==> src/rtl/lkd_pkg.sv <==
// Shared types, constants and register codes for the ladder keypad debouncer.
// Used by every module of the block; it depends on nothing else.

package lkd_pkg;

    // Block dimensions, fixed by the key set and the field widths
    localparam int NUM_KEYS      = 5;
    localparam int SAMPLE_BITS   = 10;
    localparam int CNT_BITS      = 3;
    localparam int FLAG_BITS     = 5;
    localparam int KEY_IDX_BITS  = 3;
    localparam int REQ_BITS      = 2;
    localparam int CFG_ADDR_BITS = 3;
    localparam int CFG_DATA_BITS = SAMPLE_BITS;

    // Stream payload widths: fields packed from bit 0, padded to whole bytes
    localparam int S_FIELD_BITS  = SAMPLE_BITS + KEY_IDX_BITS + FLAG_BITS;
    localparam int S_TDATA_BITS  = ((S_FIELD_BITS + 7) / 8) * 8;
    localparam int M_FIELD_BITS  = NUM_KEYS * FLAG_BITS;
    localparam int M_TDATA_BITS  = ((M_FIELD_BITS + 7) / 8) * 8;

    typedef logic [SAMPLE_BITS-1:0]  sample_t;
    typedef logic [CNT_BITS-1:0]     cnt_t;
    typedef logic [FLAG_BITS-1:0]    flags_t;
    typedef logic [KEY_IDX_BITS-1:0] key_idx_t;

    // Key positions on the ladder
    localparam int KEY_RIGHT  = 0;
    localparam int KEY_UP     = 1;
    localparam int KEY_DOWN   = 2;
    localparam int KEY_LEFT   = 3;
    localparam int KEY_SELECT = 4;

    // Flag bit positions
    localparam int FL_PRESSED  = 0;
    localparam int FL_RELEASED = 1;
    localparam int FL_PRESS_EV = 2;
    localparam int FL_REL_EV   = 3;
    localparam int FL_LOCKED   = 4;

    localparam flags_t FLAGS_RESET = flags_t'(1 << FL_RELEASED);

    // Request kinds carried in tuser
    typedef enum logic [REQ_BITS-1:0] {
        REQ_TICK  = 2'd0,
        REQ_CLEAR = 2'd1,
        REQ_SET   = 2'd2
    } req_type_t;

    // Configuration register indexes
    typedef enum logic [CFG_ADDR_BITS-1:0] {
        CFG_RIGHT_UPPER       = 3'd0,
        CFG_UP_LOWER          = 3'd1,
        CFG_UP_DOWN_SPLIT     = 3'd2,
        CFG_DOWN_LEFT_SPLIT   = 3'd3,
        CFG_LEFT_SELECT_SPLIT = 3'd4,
        CFG_SELECT_UPPER      = 3'd5,
        CFG_DEBOUNCE_LIMIT    = 3'd6
    } cfg_addr_t;

    // Register reset values
    localparam sample_t RST_RIGHT_UPPER       = sample_t'(25);
    localparam sample_t RST_UP_LOWER          = sample_t'(115);
    localparam sample_t RST_UP_DOWN_SPLIT     = sample_t'(180);
    localparam sample_t RST_DOWN_LEFT_SPLIT   = sample_t'(500);
    localparam sample_t RST_LEFT_SELECT_SPLIT = sample_t'(700);
    localparam sample_t RST_SELECT_UPPER      = sample_t'(1000);
    localparam cnt_t    RST_DEBOUNCE_LIMIT    = cnt_t'(5);

    // Band bounds as held in the configuration registers
    typedef struct packed {
        sample_t right_upper;
        sample_t up_lower;
        sample_t up_down_split;
        sample_t down_left_split;
        sample_t left_select_split;
        sample_t select_upper;
    } bounds_t;

    // Decoded operation handed to every key cell
    typedef struct packed {
        logic   tick;
        logic   clear;
        logic   set;
        flags_t mask;
    } key_op_t;

endpackage

==> src/rtl/lkd_band_sorter.sv <==
// Sorts one ladder sample into the key bands with strict compares.
// Depends on lkd_pkg for the sample and bounds types.

module lkd_band_sorter (
    input  lkd_pkg::sample_t                sample,
    input  lkd_pkg::bounds_t                bounds,
    output logic [lkd_pkg::NUM_KEYS-1:0]    in_band
);
    import lkd_pkg::*;

    // Each key tests its own band, so overlapping bounds may hit several keys
    always_comb begin
        in_band             = '0;
        in_band[KEY_RIGHT]  = sample < bounds.right_upper;
        in_band[KEY_UP]     = (sample > bounds.up_lower)
                              && (sample < bounds.up_down_split);
        in_band[KEY_DOWN]   = (sample > bounds.up_down_split)
                              && (sample < bounds.down_left_split);
        in_band[KEY_LEFT]   = (sample > bounds.down_left_split)
                              && (sample < bounds.left_select_split);
        in_band[KEY_SELECT] = (sample > bounds.left_select_split)
                              && (sample < bounds.select_upper);
    end

endmodule

==> src/rtl/lkd_key_cell.sv <==
// One key: integrating debounce counter and flag register.
// Depends on lkd_pkg for the operation struct and flag bit positions.

module lkd_key_cell (
    input  logic             aclk,
    input  logic             aresetn,
    input  logic             advance,
    input  lkd_pkg::key_op_t op,
    input  logic             key_sel,
    input  logic             in_band,
    input  lkd_pkg::cnt_t    limit,
    output lkd_pkg::flags_t  flags_next
);
    import lkd_pkg::*;

    cnt_t   counter_reg;
    cnt_t   counter_next;
    flags_t flags_reg;

    // Next counter and flags for the operation held in the item register.
    // An unknown request or another key's set or clear leaves both unchanged.
    always_comb begin
        counter_next = counter_reg;
        flags_next   = flags_reg;
        if (op.tick) begin
            if (!flags_reg[FL_LOCKED]) begin
                if (in_band) begin
                    if (counter_reg < limit) begin
                        counter_next = counter_reg + cnt_t'(1);
                    end else if (flags_reg[FL_RELEASED]) begin
                        flags_next[FL_PRESS_EV] = 1'b1;
                        flags_next[FL_PRESSED]  = 1'b1;
                        flags_next[FL_RELEASED] = 1'b0;
                    end
                end else begin
                    if (counter_reg != '0) begin
                        counter_next = counter_reg - cnt_t'(1);
                    end else if (flags_reg[FL_PRESSED]) begin
                        flags_next[FL_REL_EV]   = 1'b1;
                        flags_next[FL_RELEASED] = 1'b1;
                        flags_next[FL_PRESSED]  = 1'b0;
                    end
                end
            end
        end else if (op.clear && key_sel) begin
            flags_next = flags_reg & ~op.mask;
        end else if (op.set && key_sel) begin
            flags_next = flags_reg | op.mask;
        end
    end

    // State commits when the item moves into the result register
    always_ff @(posedge aclk) begin
        if (!aresetn) begin
            counter_reg <= '0;
            flags_reg   <= FLAGS_RESET;
        end else if (advance) begin
            counter_reg <= counter_next;
            flags_reg   <= flags_next;
        end
    end

`ifndef NO_ASSERTIONS
    // A locked key keeps its counter through a tick
    a_locked_frozen: assert property (@(posedge aclk) disable iff (!aresetn)
        (advance && op.tick && flags_reg[FL_LOCKED]) |=> $stable(counter_reg))
        else $error("locked key counter moved");

    // The counter moves by at most one step per transaction
    a_counter_step: assert property (@(posedge aclk) disable iff (!aresetn)
        advance |=> ((counter_reg == $past(counter_reg))
                     || (counter_reg == cnt_t'($past(counter_reg) + cnt_t'(1)))
                     || (counter_reg == cnt_t'($past(counter_reg) - cnt_t'(1)))))
        else $error("debounce counter jumped");

    // A tick outside the band never raises a press event
    a_no_press_out_of_band: assert property (@(posedge aclk) disable iff (!aresetn)
        (advance && op.tick && !in_band && !flags_reg[FL_PRESS_EV])
        |=> !flags_reg[FL_PRESS_EV])
        else $error("press event without band");
`endif

endmodule

==> src/rtl/ladder_keypad_debouncer.sv <==
// Top level of the five-key resistor ladder keypad debouncer.
// Depends on lkd_pkg, lkd_band_sorter and lkd_key_cell.
//
//  Channel   Direction  Handshake          Payload
//  s_        in         s_tvalid/s_tready  tuser: req_type; tdata: sample, key, mask
//  m_        out        m_tvalid/m_tready  tdata: flags of all five keys
//  cfg_      in         cfg_we only        cfg_addr register index, cfg_wdata value
//
// One transaction is taken per cycle while the result register is not stalled.
// Work is one pass of compares and counter updates between the item register
// and the result register; key state commits as the result register loads.
// A stalled result holds the item register, and s_tready drops while both
// registers are full and the result is not taken.
// Reset is synchronous; it empties both registers and restores keys and registers.

module ladder_keypad_debouncer (
    input  logic                                 aclk,
    input  logic                                 aresetn,
    // Input channel
    input  logic                                 s_tvalid,
    output logic                                 s_tready,
    // tdata: adc_sample, key_index, flag_mask, then zero padding
    input  logic [lkd_pkg::S_TDATA_BITS-1:0]     s_tdata,
    // tuser: req_type
    input  logic [lkd_pkg::REQ_BITS-1:0]         s_tuser,
    // Result channel
    output logic                                 m_tvalid,
    input  logic                                 m_tready,
    // tdata: right, up, down, left, select flags, then zero padding
    output logic [lkd_pkg::M_TDATA_BITS-1:0]     m_tdata,
    // Configuration write port
    input  logic                                 cfg_we,
    input  logic [lkd_pkg::CFG_ADDR_BITS-1:0]    cfg_addr,
    input  logic [lkd_pkg::CFG_DATA_BITS-1:0]    cfg_wdata
);
    import lkd_pkg::*;

    // Configuration registers
    bounds_t bounds_reg;
    cnt_t    limit_reg;

    // Item register
    logic                  in_valid_reg;
    logic [REQ_BITS-1:0]   req_reg;
    sample_t               sample_reg;
    key_idx_t              idx_reg;
    flags_t                mask_reg;

    // Result register
    logic                      out_valid_reg;
    logic [M_TDATA_BITS-1:0]   out_data_reg;
    logic [M_TDATA_BITS-1:0]   out_data_next;

    logic                  advance;
    logic                  s_accept;
    key_op_t               op;
    logic [NUM_KEYS-1:0]   in_band;
    flags_t                key_flags_next [NUM_KEYS];

    // Flow control: the item moves on when the result register is free
    assign advance  = in_valid_reg && (!out_valid_reg || m_tready);
    assign s_tready = !in_valid_reg || advance;
    assign s_accept = s_tvalid && s_tready;
    assign m_tvalid = out_valid_reg;
    assign m_tdata  = out_data_reg;

    // Configuration writes; indexes beyond the list are ignored
    always_ff @(posedge aclk) begin
        if (!aresetn) begin
            bounds_reg.right_upper       <= RST_RIGHT_UPPER;
            bounds_reg.up_lower          <= RST_UP_LOWER;
            bounds_reg.up_down_split     <= RST_UP_DOWN_SPLIT;
            bounds_reg.down_left_split   <= RST_DOWN_LEFT_SPLIT;
            bounds_reg.left_select_split <= RST_LEFT_SELECT_SPLIT;
            bounds_reg.select_upper      <= RST_SELECT_UPPER;
            limit_reg                    <= RST_DEBOUNCE_LIMIT;
        end else if (cfg_we) begin
            unique case (cfg_addr)
                CFG_RIGHT_UPPER:       bounds_reg.right_upper       <= cfg_wdata;
                CFG_UP_LOWER:          bounds_reg.up_lower          <= cfg_wdata;
                CFG_UP_DOWN_SPLIT:     bounds_reg.up_down_split     <= cfg_wdata;
                CFG_DOWN_LEFT_SPLIT:   bounds_reg.down_left_split   <= cfg_wdata;
                CFG_LEFT_SELECT_SPLIT: bounds_reg.left_select_split <= cfg_wdata;
                CFG_SELECT_UPPER:      bounds_reg.select_upper      <= cfg_wdata;
                CFG_DEBOUNCE_LIMIT:    limit_reg <= cfg_wdata[CNT_BITS-1:0];
                default: begin
                end
            endcase
        end
    end

    // Item register: valid flag under reset, payload loaded on accept
    always_ff @(posedge aclk) begin
        if (!aresetn) begin
            in_valid_reg <= 1'b0;
        end else if (s_accept) begin
            in_valid_reg <= 1'b1;
        end else if (advance) begin
            in_valid_reg <= 1'b0;
        end
    end

    always_ff @(posedge aclk) begin
        if (s_accept) begin
            req_reg    <= s_tuser;
            sample_reg <= s_tdata[SAMPLE_BITS-1:0];
            idx_reg    <= s_tdata[SAMPLE_BITS +: KEY_IDX_BITS];
            mask_reg   <= s_tdata[SAMPLE_BITS + KEY_IDX_BITS +: FLAG_BITS];
        end
    end

    // Decode the request kind; the unused code changes nothing
    always_comb begin
        op      = '0;
        op.mask = mask_reg;
        unique case (req_reg)
            REQ_TICK:  op.tick  = 1'b1;
            REQ_CLEAR: op.clear = 1'b1;
            REQ_SET:   op.set   = 1'b1;
            default: begin
            end
        endcase
    end

    lkd_band_sorter u_band_sorter (
        .sample  (sample_reg),
        .bounds  (bounds_reg),
        .in_band (in_band)
    );

    // One cell per key, all judged from the same sample
    for (genvar k = 0; k < NUM_KEYS; k++) begin : g_key
        lkd_key_cell u_key_cell (
            .aclk       (aclk),
            .aresetn    (aresetn),
            .advance    (advance),
            .op         (op),
            .key_sel    (idx_reg == key_idx_t'(k)),
            .in_band    (in_band[k]),
            .limit      (limit_reg),
            .flags_next (key_flags_next[k])
        );
    end

    // Pack every key's updated flags, right key in the lowest bits
    always_comb begin
        out_data_next = '0;
        for (int k = 0; k < NUM_KEYS; k++) begin
            out_data_next[k*FLAG_BITS +: FLAG_BITS] = key_flags_next[k];
        end
    end

    // Result register
    always_ff @(posedge aclk) begin
        if (!aresetn) begin
            out_valid_reg <= 1'b0;
        end else if (advance) begin
            out_valid_reg <= 1'b1;
        end else if (m_tready) begin
            out_valid_reg <= 1'b0;
        end
    end

    always_ff @(posedge aclk) begin
        if (advance) begin
            out_data_reg <= out_data_next;
        end
    end

`ifndef NO_ASSERTIONS
    // An empty item register always takes a new transaction
    a_ready_when_empty: assert property (@(posedge aclk) disable iff (!aresetn)
        !in_valid_reg |-> s_tready)
        else $error("input refused while item register empty");

    // Both registers full with a stalled result blocks the input
    a_stall_blocks_input: assert property (@(posedge aclk) disable iff (!aresetn)
        (in_valid_reg && out_valid_reg && !m_tready) |-> !s_tready)
        else $error("input taken while pipeline stalled");

    // Every item that moves on yields a result in the next cycle
    a_advance_gives_result: assert property (@(posedge aclk) disable iff (!aresetn)
        advance |=> m_tvalid)
        else $error("item advanced without a result");

    // Padding bits of the result stay zero
    a_result_padding: assert property (@(posedge aclk) disable iff (!aresetn)
        m_tvalid |-> ((m_tdata >> M_FIELD_BITS) == '0))
        else $error("result padding not zero");
`endif

endmodule
==> config.mk <==
export PLATFORM = sky130hd
export DESIGN_NAME = ladder_keypad_debouncer
export DESIGN_NICKNAME = d
export VERILOG_FILES = /design/src/rtl/lkd_pkg.sv /design/src/rtl/lkd_band_sorter.sv /design/src/rtl/lkd_key_cell.sv /design/src/rtl/ladder_keypad_debouncer.sv
export SDC_FILE = /design/constraint.sdc
export NUM_CORES = 1
export LEC_CHECK = 0
export BUFFER_PORTS_ARGS = -buffer_cell sky130_fd_sc_hd__buf_2
export CAP_MARGIN = 10
export CORE_MARGIN = 4
export CORE_UTILIZATION = 50
export CTS_CLUSTER_DIAMETER = 80
export DETAILED_ROUTE_END_ITERATION = 8
export MAX_ROUTING_LAYER = met4
export PLACE_DENSITY = 0.69
export REMOVE_ABC_BUFFERS = 1
export SYNTH_ARGS = -nofsm -noshare
export SYNTH_HDL_FRONTEND = slang
export SYNTH_HIERARCHICAL = 1
export SYNTH_SLANG_ARGS = --single-unit
==> constraint.sdc <==
create_clock -name aclk -period 8.1 [get_ports aclk]
set_input_delay 0 -clock aclk [delete_from_list [all_inputs] [get_ports aclk]]
set_output_delay 0 -clock aclk [all_outputs]
set_load 0.02 [all_outputs]
==> results of run 1 <==
-- power breakdown --
| group | total (mW) | switching, mW | leakage, nW | internal, mW |
|---|---|---|---|---|
| sequential | 0.824 | 0.0241 | 1.29 | 0.800 |
| combinational | 0.220 | 0.130 | 2.98 | 0.0903 |
| clock | 0.765 | 0.335 | 0.278 | 0.430 |
-- synth_stat cells (6+ instances only) --
cell type | instances | share of area (%)
a211oi_1 | 13 | 1.1
a21oi_1 | 43 | 2.4
a31o_2 | 10 | 0.99
a31oi_1 | 26 | 1.8
and3b_1 | 11 | 1.1
buf_2 | 21 | 1.2
buf_4 | 7 | 0.60
clkbuf_1 | 17 | 0.72
dfxtp_1 | 105 | 24
edfxtp_1 | 45 | 15
ha_1 | 68 | 9.7
inv_1 | 90 | 3.8
mux2i_1 | 78 | 8.9
nand2_1 | 93 | 4.0
nand2b_1 | 23 | 1.6
nand3_1 | 6 | 0.34
nand3b_1 | 11 | 0.94
nand4_1 | 15 | 1.1
nand4b_1 | 13 | 1.3
nor2_1 | 20 | 0.85
nor2b_1 | 57 | 4.0
nor3b_1 | 8 | 0.68
o21a_1 | 17 | 1.4
o21ai_0 | 16 | 0.91
o21ai_1 | 10 | 0.57
o21ai_2 | 10 | 0.99
-- layout make-up --
| class | count | area (sq um) | area share, % |
|---|---|---|---|
| multi-input combinational | 635 | 4830 | 47.5 |
| sequential | 150 | 3450 | 34.0 |
| clock inverter | 15 | 143 | 1.40 |
| clock buffer | 17 | 425 | 4.18 |
| inverter | 90 | 338 | 3.32 |
| timing repair buffer | 103 | 698 | 6.87 |
| tap | 225 | 282 | 2.77 |
-- routing by layer --
| layer | vias up | GRT usage [%] | share of wire, % |
|---|---|---|---|
| li1 | 3446 | - | - |
| met1 | 3255 | 25.5 | 45 |
| met2 | 141 | 32.4 | 48 |
| met3 | 36 | 3.83 | 4.4 |
| met4 | 0 | 7.39 | 2.5 |
| met5 | - | - | 0 |
-- metrics by stage --
stage	hold slack [ps]	util, %	std cells	area (sq um)	setup WS [ps]
after floorplan	98.9	-	875	8590	3760
after global placement	177	53.6	1170	9270	4500
after detailed placement	178	53.6	1170	9270	4430
after CTS	14.9	58.8	1235	10200	4400
after global routing	47.8	58.8	1235	10200	4060
final	37.4	58.8	1235	10200	4410
-- kinds of logic (layout without fill, tap and decap cells) --
logic type                 Yosys count  count (layout)  synth area share, %
AOI/OAI and AO/OA                  192             192                 15.8
xor gates and xnor gates             5               5                0.497
adders and majority gates           73              73                 10.8
buffers and inverters              137             225                 6.60
DFF                                150             150                 39.2
muxes                               78              78                 8.86
other                                1               7               0.0425
and+or+nand+nor                    280             280                 18.2
-- worst paths after layout --
check,start,endpoint,slack [ps]
max,sample_reg[3],g_key[1].u_key_cell/counter_reg[2],4410
min,cfg_addr[2],bounds_reg[55],40
max reg2reg,sample_reg[3],g_key[1].u_key_cell/counter_reg[2],4410
min reg2reg,bounds_reg[18],bounds_reg[18],460
-- tightest hold or removal path: stages --
cell     delay [ps]
buf_2           180
nor4b_2         110
mux2i_1         120
-- repair_timing --
item                                   in CTS  in global routing
setup endpoints to repair                   0                  0
endpoints found under the hold margin      79                  0
hold buffers                               33                  0
==> results_dict.tcl, run 1 <==
set metrics [dict create \
    status "finished, final reports clean" \
    wl_um 19000 \
    vias 6878 \
    root_buffer "clkbuf_16" \
    cp_top_family "compound AO/OA/AOI/OAI gates" \
    cts_tree "done" \
    worst_pin_slew_ps 1180 \
    path_buf_inv 1 \
    fillCellCount 1511 \
    crit_path_frequent_cell "a211oi_1" \
    detail_route.vias_per_cell 5.57 \
    drv_cap 0 \
    grt_max_degree 93 \
    clk_pin_slew_ps 70 \
    fmax_mhz 271 \
    cts_made_buffers 17 \
    die-area_sq_um 19800 \
    hold_viol 0 \
    drt.antenna.violating_nets 0 \
    grt.overflow.total 0 \
    layout_common_cells "dfxtp_1 (105), nand2_1 (93), inv_1 (90), mux2i_1 (78), ha_1 (68)" \
    relSlewSlack_pct 21.3 \
    tns_ps 0 \
    cp.depth 11 \
    area_growth_pct 15.4 \
    gp_congestion 0.856 \
    yosysWarnings 6 \
    synth_edf_count 45 \
    netlist_instances 916 \
    grt_pass1_vias 6504 \
    io_pins 78 \
    setup_viol 0 \
    ys_ff_latch 150 \
    post-cts-setup-buffer-count 0 \
    end_kind "flop" \
    drt_iter0_markers 353 \
    cts_buffer_depth 2 \
    cp_cell_sequence "ha_1 > a21oi_1 > nor2_1 > a211oi_1 > o21ai_0 > a211oi_1 > inv_1 > fa_1 > xor2_1 > a211oi_1 > mux2i_1" \
    synth_cell_types 57 \
    grt_antenna_before_repair 0 \
    rsz0062_at_grt "no" \
    r2r_cells 11 \
    avgRoutedWirePerCell_um 15.4 \
    period_minus_slack_ps 3690 \
    largest_reg_flops 60 \
    clk_latency_ps 420 \
    critPathMaxStageDelay_ps 780 \
    drive_gt1_share_pct 14.5 \
    synthFlopType "dfxtp_1" \
    cts_sinks 150 \
    drv_slew 0 \
    layout_commonest_cell "dfxtp_1" \
    antenna_cells 0 \
    start_util_pct 51.0 \
    hold_depth 3 \
    cp_max_fo 6 \
    syn_area_per_cell_sq_um 9.62 \
    fp.coreArea_sq_um 17300 \
    ctsResizeCount 0 \
    fin_skew_ps 10.2 \
    io_buffers 64 \
    period_share_pct 45.6 \
    cp-start-kind "flop" \
    async_flop_share_pct 0 \
    p_per_area_nw_per_um2 178 \
    synth_area_sq_um 8810 \
    critPathSlowestCell "a211oi_1" \
    fp.dieH_um 141 \
    drc 0 \
    grt_pass1_wl_um 31800 \
    num_rows 48 \
    hpwl_um 13200 \
    crit_type "reg -> reg" \
    power_mw 1.81 \
    arrival_ps 4050 \
    p_leak_nw 4.55 \
    htreeDepth 4 \
    yosysSeqAreaShare_pct 39.2 \
    vdd_drop_max_mv 0.192 \
    die_x_um 141 \
    layout.nets 1114 \
    worstHoldPathType "in -> reg" \
    track_usage_pct 20.2 \
    worst_ep_required_time_ps 8460 \
    dr.pass1.iters 5 \
]
No activity file was read; power rests on OpenSTA's default activity.
==> run 2: changes to the inputs <==
==> constraint.sdc (replaced) <==
create_clock -name aclk -period 3.8 [get_ports aclk]
set_input_delay 0 -clock aclk [delete_from_list [all_inputs] [get_ports aclk]]
set_output_delay 0 -clock aclk [all_outputs]
set_load 0.02 [all_outputs]
==> results_dict.tcl, run 2 (synthesis gave the netlist of run 1 again) <==
set metrics [dict create \
    largest_reg_flops 60 \
    wl_um 19400 \
    io_pins 78 \
    grt_pass1_wl_um 31600 \
    p_per_area_nw_per_um2 380 \
    grt_max_degree 79 \
    period_share_pct 86.4 \
    drv_cap 0 \
    critPathSlowestCell "edfxtp_1" \
    cp_top_family "compound AO/OA/AOI/OAI gates" \
    critPathMaxStageDelay_ps 520 \
    fmax_mhz 305 \
    detail_route.vias_per_cell 5.46 \
    worst_pin_slew_ps 1070 \
    hpwl_um 13500 \
    cp-start-kind "flop" \
    post-cts-setup-buffer-count 0 \
    end_kind "flop" \
    grt_antenna_before_repair 0 \
    utilization_pct 59.2 \
    hold_slack_ps 15.9 \
    io_buffers 64 \
    grt.overflow.total 0 \
    avgRoutedWirePerCell_um 15.6 \
    drc 0 \
    gp_congestion 0.847 \
    cts_tree "done" \
    num_rows 48 \
    path_buf_inv 2 \
    worstHoldPathType "in -> reg" \
    rsz0062_at_grt "no" \
    p_leak_nw 4.60 \
    drt_iter0_markers 333 \
    crit_path_frequent_cell "a211oi_1" \
    fillCellCount 1516 \
    root_buffer "clkbuf_16" \
    cp_cell_sequence "ha_1 > a21oi_1 > nor2_1 > a211oi_1 > o21ai_0 > a211oi_1 > buf_4 > inv_1 > fa_1 > xor2_1 > a211oi_1 > mux2i_1" \
    dr.pass1.iters 5 \
    arrival_ps 3650 \
    cts_buffer_depth 2 \
    vdd_drop_max_mv 0.399 \
    die-area_sq_um 19800 \
    fin_skew_ps 14.7 \
    clk_pin_slew_ps 70 \
    ctsResizeCount 0 \
    grt_pass1_vias 6322 \
    die_x_um 141 \
    drv_slew 0 \
    final_area_sq_um 10200 \
    setup_viol 0 \
    fp.dieH_um 141 \
    layout_common_cells "dfxtp_1 (105), nand2_1 (93), inv_1 (90), mux2i_1 (78), ha_1 (68)" \
    fp.coreArea_sq_um 17300 \
    area_growth_pct 16.2 \
    layout_commonest_cell "dfxtp_1" \
    tns_ps 0 \
    htreeDepth 4 \
    hold_viol 0 \
    cts_made_buffers 17 \
    cp_max_fo 6 \
    clk_latency_ps 440 \
    start_util_pct 51.0 \
    worst_ep_required_time_ps 4160 \
    drt.antenna.violating_nets 0 \
    crit_type "reg -> reg" \
    status "finished, final reports clean" \
    postPlaceCellArea_sq_um 9330 \
    cts_sinks 150 \
    relSlewSlack_pct 28.4 \
    vias 6792 \
    hold_buffers 34 \
    period_minus_slack_ps 3280 \
    layout.nets 1122 \
    antenna_cells 0 \
    drive_gt1_share_pct 14.9 \
    track_usage_pct 20.3 \
]
## run 2: cell types whose count changed in the layout (fill, tap and decap cells not counted), moves of 2 or more
cell	previous run	this run
clkinv_2	2	0
buf_4	7	13
clkinvlp_4	2	0
inv_8	1	6
## run 2: power by group
| group | leakage (nW) | switching [mW] | internal (mW) |
|---|---|---|---|
| Sequential | 1.29 | 0.0519 | 1.70 |
| Combinational | 3.03 | 0.279 | 0.200 |
| Clock | 0.286 | 0.783 | 0.878 |
| Total | 4.60 | 1.11 | 2.78 |
## run 2: routing by layer
layer	share of wire, %	global-route usage, %	routed length, um	vias to the layer above
met5	0	-	0	-
met4	1.8	6.22	350	0
met3	3.7	3.73	716	27
met2	49	32.9	9480	136
met1	46	26.0	8870	3167
li1	-	-	-	3462
## run 2: area by class of cell
| type | count | area (sq um) | area share (%) |
|---|---|---|---|
| inverter | 90 | 338 | 3.30 |
| sequential | 150 | 3450 | 33.7 |
| tap | 225 | 282 | 2.75 |
| clock inverter | 15 | 144 | 1.41 |
| timing repair buffer | 111 | 773 | 7.55 |
| clock buffer | 17 | 425 | 4.15 |
| multi-input combinational | 635 | 4820 | 47.1 |
## run 2: final timing paths
check	start	endpoint	slack, ps	cells after the start
setup / recovery	sample_reg[3]	g_key[1].u_key_cell/counter_reg[2]	520	12
hold / removal	cfg_addr[2]	bounds_reg[57]	20	3
setup reg to reg	sample_reg[3]	g_key[1].u_key_cell/counter_reg[2]	520	12
hold reg to reg	bounds_reg[57]	bounds_reg[57]	460	2
## run 2: worst min-delay path: stages
cell	delay, ps
buf_2	170
nor4b_2	110
mux2i_1	120
## run 2: through the flow
step / worst slack, ps / instances / power [mW]
2_1_floorplan: -544 / 875 / 2.08
3_3_place_gp: 586 / 1177 / 2.23
3_5_place_dp: 581 / 1177 / 2.24
4_1_cts: 538 / 1243 / 3.93
5_1_grt: 307 / 1243 / 4.05
6_report: 518 / 1243 / 3.90
==> run 3: changes to the inputs <==
--- a/config.mk
+++ b/config.mk
@@ -9,11 +9,13 @@
 export CAP_MARGIN = 10
 export CORE_MARGIN = 4
 export CORE_UTILIZATION = 50
+export CTS_BUF_LIST = sky130_fd_sc_hd__clkbuf_8
 export CTS_CLUSTER_DIAMETER = 80
 export DETAILED_ROUTE_END_ITERATION = 8
 export MAX_ROUTING_LAYER = met4
 export PLACE_DENSITY = 0.69
 export REMOVE_ABC_BUFFERS = 1
+export SLEW_MARGIN = 10
 export SYNTH_ARGS = -nofsm -noshare
 export SYNTH_HDL_FRONTEND = slang
 export SYNTH_HIERARCHICAL = 1
==> results_dict.tcl, run 3 (synthesis gave the netlist of run 1 again) <==
set metrics [dict create \
    status "finished, final reports clean" \
    drive_gt1_share_pct 14.9 \
    final_area_sq_um 10100 \
    place_ws_ps 581 \
    cp-start-kind "flop" \
    period_minus_slack_ps 3280 \
    vias 6832 \
    grt_antenna_before_repair 0 \
    tns_ps 0 \
    num_rows 48 \
    drt_iter0_markers 350 \
    track_usage_pct 20.3 \
    drv_cap 0 \
    root_buffer "clkbuf_8" \
    cp_cell_sequence "ha_1 > a21oi_1 > nor2_1 > a211oi_1 > o21ai_0 > a211oi_1 > buf_4 > inv_1 > fa_1 > xor2_1 > a211oi_1 > mux2i_1" \
    relSlewSlack_pct 27.4 \
    area_growth_pct 14.3 \
    antenna_cells 0 \
    crit_path_frequent_cell "a211oi_1" \
    layout_commonest_cell "dfxtp_1" \
    p_leak_nw 4.53 \
    vdd_drop_max_mv 0.246 \
    clk_latency_ps 480 \
    p_seq_share_pct 50.7 \
    fin_skew_ps 19.9 \
    critPathMaxStageDelay_ps 540 \
    path_buf_inv 2 \
    layout_common_cells "dfxtp_1 (105), nand2_1 (93), inv_1 (90), mux2i_1 (78), ha_1 (68)" \
    cp_top_family "compound AO/OA/AOI/OAI gates" \
    dr.pass1.iters 5 \
    drc 0 \
    rsz0062_at_grt "no" \
    setup_viol 0 \
    cp_max_fo 6 \
    cts_sinks 150 \
    die-area_sq_um 19800 \
    detail_route.vias_per_cell 5.48 \
    htreeDepth 4 \
    worstHoldPathType "in -> reg" \
    cts_made_buffers 17 \
    postPlaceCellArea_sq_um 9330 \
    net-switching-power_mw 1.06 \
    clkPwrFrac_pct 35.4 \
    drv_slew 0 \
    start_util_pct 51.0 \
    p_per_area_nw_per_um2 343 \
    end_kind "flop" \
    avgRoutedWirePerCell_um 15.5 \
    worst_pin_slew_ps 1090 \
    layout.nets 1125 \
    critPathSlowestCell "edfxtp_1" \
    wl_um 19300 \
    cts_tree "done" \
    grt_max_degree 79 \
    power_mw 3.46 \
    die_x_um 141 \
    grt_pass1_vias 6299 \
    clk_pin_slew_ps 110 \
    gp_congestion 0.847 \
    power.combinational.fraction_pct 13.9 \
    worst_ep_required_time_ps 4210 \
    arrival_ps 3690 \
    fin_ws_ps 516 \
    grt.overflow.total 0 \
    crit_type "reg -> reg" \
    cts_buffer_depth 2 \
    io_pins 78 \
    io_buffers 64 \
    grt_pass1_wl_um 31500 \
    hpwl_um 13500 \
    fp.dieH_um 141 \
    largest_reg_flops 60 \
    period_share_pct 86.4 \
    swShare_pct 30.7 \
    fmax_mhz 304 \
    p_int_mw 2.40 \
    fp.coreArea_sq_um 17300 \
    drt.antenna.violating_nets 0 \
    hold_viol 0 \
]
run 3: cell count changes in the layout (fill, tap and decap cells not counted):
cell and change:
clkbuf_16 -17, clkbuf_8 +17, dlygate4sd3_1 +3
run 3: worst paths after layout:
kind / start / end / cells past startpoint / slack (ps)
setup / recovery: sample_reg[3] / g_key[1].u_key_cell/counter_reg[2] / 12 / 520
hold reg to reg: bounds_reg[57] / bounds_reg[57] / 2 / 460
setup reg to reg: sample_reg[3] / g_key[1].u_key_cell/counter_reg[2] / 12 / 520
hold / removal: cfg_addr[0] / bounds_reg[13] / 4 / 100
run 3: area by class of cell:
type	count	area, sq um
flip-flops and latches	150	3450
repair buffers	114	803
fillers	1537	7220
multi-input cells	635	4820
inverters	90	338
clock inverters	15	144
clock buffers	17	234
well taps	225	282
run 3: power groups by stage:
stage	clock network [mW]	registers (mW)	logic, mW
finish	1.22	1.76	0.480
global route	1.33	1.76	0.535
CTS	1.26	1.76	0.481
detailed placement	0	1.79	0.451
global placement	0	1.79	0.441
floorplan	0	1.79	0.285
run 3: routing by layer:
layer	up-vias	routed length, um	share of wire [%]	track usage [%]
met1	3209	8830	46	26.1
met3	29	725	3.7	4.31
met5	-	0	0	-
li1	3453	-	-	-
met2	141	9420	49	32.5
met4	0	368	1.9	5.81
run 3: metrics by stage:
stage | cells | utilization (%) | hold slack (ps)
2_1_floorplan | 875 | - | 98.9
3_3_place_gp | 1177 | 53.9 | 177
3_5_place_dp | 1177 | 53.9 | 178
4_1_cts | 1246 | 58.3 | 70.5
5_1_grt | 1246 | 58.3 | 110
6_report | 1246 | 58.3 | 98.9
run 3: timing repair:
item                                   4_1_cts  5_1_grt
buffers inserted                             0        0
gates resized for setup                      0        0
hold buffers                                37        0
setup endpoints to repair                    0        0
endpoints found under the hold margin       84        0
run 3: tightest hold or removal path, stage by stage:
cell and delay (ps):
buf_2 180, nor4bb_1 80, buf_4 170, mux2i_1 120
